**src/hw/rtl/ctt_pkg.sv**
```systemverilog
`default_nettype none
package ctt_pkg;
	localparam int unsigned LOG2_SLOTS_DEF   = 12;
	localparam int unsigned CLUSTER_WAYS_DEF = 3;
	localparam int          MATE_SCORE       = 100;
	localparam logic [1:0]  BOUND_NONE       = 2'd0;
	localparam logic [1:0]  BOUND_UPPER      = 2'd1;
	localparam logic [1:0]  BOUND_LOWER      = 2'd2;
	localparam logic [1:0]  BOUND_EXACT      = 2'd3;

	typedef enum logic [2:0] {
		ST_CLEAR,
		ST_IDLE,
		ST_READ,
		ST_CHECK,
		ST_WRITE,
		ST_OUT
	} ctl_state_t;

	// controller -> datapath
	typedef struct packed {
		logic clr_en;
		logic take;
		logic rd_en;
		logic wr_en;
		logic eval_en;
		logic way_rst;
		logic way_inc;
	} ctl_cmd_t;

	// datapath -> controller
	typedef struct packed {
		logic clr_done;
		logic is_store;
		logic match;
		logic last_way;
	} dp_stat_t;
endpackage
`default_nettype wire

```
**src/hw/rtl/ctt_ctrl.sv**
```systemverilog
`default_nettype none
module ctt_ctrl
	import ctt_pkg::*;
(
	input  wire logic     clk,
	input  wire logic     arst_n,
	input  wire logic     in_valid,
	output logic          in_ready,
	output logic          out_valid,
	input  wire logic     out_ready,
	input  wire dp_stat_t stat,
	output ctl_cmd_t      cmd
);
	ctl_state_t state_q, state_d;

	always_ff @(posedge clk or negedge arst_n) begin
		if (!arst_n) begin
			state_q <= ST_CLEAR;
		end else begin
			state_q <= state_d;
		end
	end

	always_comb begin
		state_d   = state_q;
		cmd       = '0;
		in_ready  = 1'b0;
		out_valid = 1'b0;
		unique case (state_q)
			ST_CLEAR: begin
				cmd.clr_en = 1'b1;
				if (stat.clr_done) begin
					state_d = ST_IDLE;
				end
			end
			ST_IDLE: begin
				in_ready    = 1'b1;
				cmd.way_rst = 1'b1;
				if (in_valid) begin
					cmd.take = 1'b1;
					state_d  = ST_READ;
				end
			end
			ST_READ: begin
				cmd.rd_en = 1'b1;
				state_d   = ST_CHECK;
			end
			ST_CHECK: begin
				// match means free-or-same for a store, key hit for a probe
				if (stat.match || stat.last_way) begin
					cmd.eval_en = 1'b1;
					state_d     = stat.is_store ? ST_WRITE : ST_OUT;
				end else begin
					cmd.way_inc = 1'b1;
					state_d     = ST_READ;
				end
			end
			ST_WRITE: begin
				cmd.wr_en = 1'b1;
				state_d   = ST_OUT;
			end
			ST_OUT: begin
				out_valid = 1'b1;
				if (out_ready) begin
					state_d = ST_IDLE;
				end
			end
			default: state_d = ST_IDLE;
		endcase
	end

`ifndef SYNTHESIS
	a_no_in_while_out: assert property (@(posedge clk) disable iff (!arst_n)
		out_valid |-> !in_ready) else $error("input taken while result pending");
	a_read_then_check: assert property (@(posedge clk) disable iff (!arst_n)
		state_q == ST_READ |=> state_q == ST_CHECK) else $error("read not checked");
	a_write_store_only: assert property (@(posedge clk) disable iff (!arst_n)
		cmd.wr_en |-> stat.is_store) else $error("write on probe");
`endif
endmodule
`default_nettype wire

```
**config.mk**
```make
export PLATFORM = sky130hd
export DESIGN_NAME = ctt_ctrl
export DESIGN_NICKNAME = d
export VERILOG_FILES = /design/src/hw/rtl/ctt_pkg.sv /design/src/hw/rtl/ctt_ctrl.sv
export SDC_FILE = /design/constraint.sdc
export NUM_CORES = 1
export LEC_CHECK = 0
export BUFFER_PORTS_ARGS = -buffer_cell sky130_fd_sc_hd__clkbuf_2
export CAP_MARGIN = 0
export CORE_AREA = 2 2 39 41
export DETAILED_ROUTE_END_ITERATION = 10
export DIE_AREA = 0 0 41 43
export PLACE_DENSITY_LB_ADDON = 0.3
export SLEW_MARGIN = 30
export SYNTH_ARGS = -nofsm -noshare
export SYNTH_HDL_FRONTEND = slang
export SYNTH_SLANG_ARGS = --single-unit
```
**constraint.sdc**
```tcl
create_clock -name clk -period 0.97 [get_ports clk]
set_input_delay 0.194 -clock clk [delete_from_list [all_inputs] [get_ports clk]]
set_output_delay 0.194 -clock clk [all_outputs]
set_load 0.1 [all_outputs]
```
Yosys cells after proc, flatten, opt, wreduce, memory -nomap -nowiden
Index checks and enable logic that the tools add are counted.
W data, S select, Z words.

operators by class
  reductions and logical operators = 3
  divide/modulo/power cells = 0
  shift operators = 0
  bitwise gates (word level) = 0
  add/subtract/negate cells = 0
  multiplexer cells = 17
  equality and inequality tests = 8
  multipliers = 0
  magnitude comparators = 0

operator list
  cell                  number
  $pmux W3 S6           1
  $mux W1               12
  $mux W3               4
  $eq A3 B2 Y1 const B  2
  $eq A3 B3 Y1 const B  2
  $ne A2 B2 Y1 const B  3
  $eq A3 B1 Y1 const B  1
  $logic_not A3 Y1      1
  $reduce_and A3 Y1     1
  $logic_or A1 B1 Y1    1

word-level totals
  word-level logic and storage cells = 29
  memories = 0
  bits in latches = 0
  bits in read-only memories = 0
  register bits after elaboration = 3
  memory bits (writable) = 0

Logic depth before layout (Yosys ltp)
Gate-level depths: netlist of the first run.

  depth after elaboration = 3
  depth in mapped cells = 4

Least setup slack after synthesis of the first run
Ideal clock, no wire load.

  path kind = register to output
  from = register state_q[2]
  to = output port cmd[5] in the netlist's numbering
  arrival = 3,775 ps
  stages on the path, launching flop included = 4
  data required time = 776 ps
  slack = -2,999 ps
  path buffers = 1
  cell sequence = dfrtp_1 -> buf_4 -> nor3b_1 -> and2_1

RTL lines
  element                   RTL line        text
  start: declaration        ctt_ctrl.sv:14  ctl_state_t state_q, state_d;
  start signal: assignment  ctt_ctrl.sv:20  state_q <= state_d;
  end: declaration          ctt_ctrl.sv:12  output ctl_cmd_t cmd

==> impl_metrics.py, run 1 <==
metrics = {
    "synthesis": {
        "avgSynthCellArea_um2": 8.16,
        "ys.warnings.count": 0,
        "synth_top_area_frac": 0.341,
        "synthDistinctLibCells": 16,
        "synthTopCellsByArea": "dfrtp_1 34%, buf_4 10%, nor3_1 6.8%",
        "syn_area_um2": 220,
        "syn_inst": 27,
        "ys_ff_latch": 3,
        "yosysSeqAreaShare": 0.341,
        "syn_nets": 35,
        "synth_top_area_cell": "dfrtp_1",
    },
    "timing": {
        "finalCritPeriodShare": 1.54,
        "period_minus_slack_ns": 1.49,
        "setup_violations": 12,
        "fmax_ghz": 0.669,
        "setup_tns_ns": -4.72,
        "worst_slack_ns": -0.524,
        "hold_viol_final": 0,
        "tightest_slew_ns": 0.263,
        "rsz0062_at_grt": "yes",
        "holdWs_ns": 0.287,
        "slew-limit-headroom": 0.824,
        "slew_viol_final": 0,
        "fin_worst_skew_ns": 0.00106,
    },
    "cts": {
        "cts_root_buffer": "clkbuf_4",
        "cts_buffers": 3,
        "clkLatencyLatePin_ns": 0.23,
        "cts_tree": "built",
        "h-tree-depth": 1,
        "cts.clk_slew.worst_paths_ns": 0.04,
        "cts.sinks": 3,
        "clockBufferDepth": 2,
    },
    "grt": {
        "antenna_found_initial": 0,
        "grt_max_degree": 8,
        "grt_first_pass_wirelength_um": 1140,
        "grt_pass1_vias": 258,
        "grt.overflow.total": 0,
        "track_usage": 0.101,
    },
    "layout": {
        "largest_reg_flops": 3,
        "diodes": 0,
        "reg.largest.list": "state_q x3",
        "final_layout_size_suffix_gt1_frac": 0.836,
        "fin_nets": 64,
        "syn_to_final_growth_pct": 195,
        "regMostFlops": "state_q",
        "final_cell_mix": "10 x buf_12, 7 x clkbuf_2, 7 x buf_4",
        "final_cell_area_um2": 649,
        "fillCellCount": 130,
        "final_common_cell": "buf_12",
    },
    "detailed_routing": {
        "wl_met3_um": 67,
        "top_layer": "met3",
        "route.met2.wl_um": 327,
        "final_antenna_net_count": 0,
        "vias_per_cell": 4.21,
        "drt-met1-wl_um": 300,
        "vias": 299,
        "drc_errors": 0,
        "wl_per_cell_um": 9.79,
        "drt_iter0_markers": 0,
        "drt_first_pass_iters": 1,
        "wl_um": 695,
    },
    "floorplan": {
        "die_y_um": 43,
        "die-area_um2": 1760,
        "boundaryPins": 17,
        "placementRows": 14,
        "start_util": 0.159,
        "dieWidth_um": 41,
        "coreArea_um2": 1380,
    },
    "place": {
        "gp_congestion": 0.732,
        "pre_cts_ws_ns": -0.320,
        "dp_hpwl_um": 575,
        "placed_area_um2": 571,
        "portBuffers": 16,
    },
    "flow_run": {
        "drv_cap": 0,
    },
    "setup_path": {
        "critPathCaptureType": "output pin",
        "startpoint_type": "register",
        "crit_arrival_ns": 1.30,
        "worst-setup-path-type": "reg2out",
        "cp.required_ns": 0.78,
        "critical_path.max_fanout": 5,
    },
    "worst_hold_path": {
        "holdCritPathClass": "in2async",
    },
    "outcome": {
        "status": "complete, but fails checks",
        "violations": "setup timing",
    },
}
## Yosys cell counts (all sizes together)
cell	instances
a21oi	2
a31o	1
and2	1
and3	1
buf	3
dfrtp	3
inv	1
nand2	2
nor2	4
nor3	4
nor3b	2
nor4	1
o32a	1
or2	1
## per-layer routing
metal  global-route usage  vias up
li1                     -      155
met1                0.141      133
met2                0.116       11
met3               0.0419        0
met4               0.0800        0
met5                    0        -
## path summary, 6_finish.rpt
path	end	startpoint	cells after the start	slack, ns
worst min-delay path	state_q[1]	arst_n	2	0.29
worst max-delay path	cmd[0]	state_q[2]	3	-0.52
worst max register to register	state_q[0]	state_q[2]	3	-0.21
min in group clk	state_q[2]	out_ready	3	0.30
max in group asynchronous	state_q[2]	arst_n	2	0.57
worst min register to register	state_q[0]	state_q[2]	2	0.70
## cell families after synthesis
kind of cell	count (synthesis)	share of synthesized area
AND/OR/NAND/NOR	16	0.409
AO/OA/AOI/OAI	4	0.131
buffers and inverters	4	0.119
flip-flops	3	0.341
## layout make-up
class / count / area [um2] / share of cell area
inverter: 1 / 3.75 / 0.00578
multi-input combinational: 20 / 201 / 0.310
timing repair buffer: 27 / 320 / 0.493
clock buffer: 4 / 26.3 / 0.0405
tap: 16 / 20.0 / 0.0308
sequential: 3 / 77.6 / 0.119
## critical path, cell delays in order, from the launching register on
cell	delay (ns)
dfrtp_2	0.44
buf_12	0.15
nor4_4	0.26
buf_12	0.21
## timing repair
item | in CTS | in global routing
hold endpoints to repair | 3 | 0
pin swaps | 4 | 2
hold buffers | 1 | 0
setup buffers | 1 | 0
setup endpoints to repair | 12 | 12
gates resized for setup | 6 | 3
## through the flow
step                      std cells   util
after floorplan                  27      -
after global placement           65  0.412
after detailed placement         65  0.412
after CTS                        71  0.460
after global routing             71  0.469
final                            71  0.469
Power of run 1 is not shown: default switching activity piles up to over one toggle a cycle in this logic, so the estimate is an artifact.
==> inputs of run 2 (changes only) <==
--- a/config.mk
+++ b/config.mk
@@ -15,3 +15,4 @@
 export SYNTH_ARGS = -nofsm -noshare
 export SYNTH_HDL_FRONTEND = slang
 export SYNTH_SLANG_ARGS = --single-unit
+export TNS_END_PERCENT = 1
==> impl_metrics.py, run 2 (synthesized netlist as in run 1, its figures left out) <==
metrics = {
    "detailed_routing": {
        "route.met2.wl_um": 353,
        "drc_errors": 0,
        "wl_per_cell_um": 9.76,
        "vias_per_cell": 4.15,
        "drt_iter0_markers": 5,
        "drt_first_pass_iters": 2,
        "vias": 282,
        "top_layer": "met4",
        "final_antenna_net_count": 0,
        "drt-met1-wl_um": 242,
        "wl_met3_um": 36,
        "wl_um": 664,
    },
    "timing": {
        "fin_worst_skew_ns": 0.00235,
        "finalCritPeriodShare": 1.54,
        "slew-limit-headroom": 0.829,
        "slew_viol_final": 0,
        "fmax_ghz": 0.671,
        "worst_slack_ns": -0.521,
        "tightest_slew_ns": 0.255,
        "setup_violations": 11,
        "hold_viol_final": 0,
        "rsz0062_at_grt": "yes",
        "period_minus_slack_ns": 1.49,
    },
    "worst_hold_path": {
        "holdCritPathClass": "in2async",
    },
    "grt": {
        "grt_pass1_vias": 314,
        "track_usage": 0.109,
        "grt_max_degree": 8,
        "grt_first_pass_wirelength_um": 1190,
        "antenna_found_initial": 0,
        "grt.overflow.total": 0,
    },
    "cts": {
        "cts_tree": "built",
        "clkLatencyLatePin_ns": 0.24,
        "h-tree-depth": 1,
        "clockBufferDepth": 2,
        "cts.clk_slew.worst_paths_ns": 0.04,
        "cts.sinks": 3,
        "cts_root_buffer": "clkbuf_4",
        "post_cts_buffers": 0,
        "cts_buffers": 3,
    },
    "floorplan": {
        "boundaryPins": 17,
        "die_y_um": 43,
        "placementRows": 14,
        "coreArea_um2": 1380,
        "die-area_um2": 1760,
        "start_util": 0.159,
        "dieWidth_um": 41,
    },
    "place": {
        "gp_congestion": 0.647,
        "portBuffers": 16,
        "numPlacedInstances": 63,
        "placed_area_um2": 548,
    },
    "layout": {
        "diodes": 0,
        "final_layout_size_suffix_gt1_frac": 0.769,
        "final_cell_mix": "10 x buf_12, 7 x clkbuf_2, 4 x nor2_1, 4 x buf_4, 3 x clkbuf_4",
        "final_common_cell": "buf_12",
        "reg.largest.list": "state_q x3",
        "regMostFlops": "state_q",
        "final_cell_area_um2": 606,
        "fin_nets": 61,
        "syn_to_final_growth_pct": 175,
        "post-route-util": 0.438,
        "layout.cells.non_filler": 68,
        "largest_reg_flops": 3,
    },
    "setup_path": {
        "critPathCaptureType": "output pin",
        "crit_arrival_ns": 1.30,
        "cp.required_ns": 0.78,
        "startpoint_type": "register",
        "worst-setup-path-type": "reg2out",
        "critical_path.max_fanout": 6,
    },
    "outcome": {
        "status": "complete, but fails checks",
        "violations": "setup timing",
    },
    "flow_run": {
        "drv_cap": 0,
    },
}
-- run 2: per-layer routing --
metal / vias up / track usage
met5: - / 0
met1: 120 / 0.100
met2: 13 / 0.163
met4: 0 / 0.120
met3: 4 / 0.0366
li1: 145 / -
-- run 2: worst paths after layout --
kind | startpoint | endpoint | slack (ns) | depth (start not counted)
min in group clk | out_ready | state_q[2] | 0.29 | 3
max in group asynchronous | arst_n | state_q[1] | 0.56 | 2
worst min-delay path | arst_n | state_q[0] | 0.28 | 2
worst min register to register | state_q[2] | state_q[1] | 0.64 | 2
worst max-delay path | state_q[2] | cmd[0] | -0.52 | 3
worst max register to register | state_q[2] | state_q[0] | -0.15 | 3
-- run 2: per-stage QoR --
| step | worst slack (ns) | hold slack (ns) | setup TNS, ns |
|---|---|---|---|
| final | -0.521 | 0.285 | -4.39 |
| after global routing | -0.568 | 0.291 | -4.96 |
| after CTS | -0.540 | 0.282 | -4.63 |
| after detailed placement | -0.329 | -0.00350 | -2.74 |
| after global placement | -0.311 | -0.00791 | -2.60 |
| after floorplan | -1.12 | -0.102 | -8.55 |
-- run 2: area by class of cell --
class                   instances  area (um2)
clock buffers                   4        26.3
flip-flops and latches          3        77.6
fillers                       132         778
multi-input cells              20         180
repair buffers                 24         298
well taps                      16        20.0
inverters                       1        3.75
-- run 2: critical path, stage by stage, from the launching register on --
cell	delay, ns
dfrtp_2	0.44
buf_12	0.15
nor4_4	0.25
buf_12	0.21
-- run 2: repair_timing --
action,CTS,global route
hold buffers,1,0
setup endpoints to repair,11,12
cloned,0,0
hold endpoints to repair,3,0
pin swaps,0,0
resized for setup,4,3
Power of run 2 is left out for the same reason.
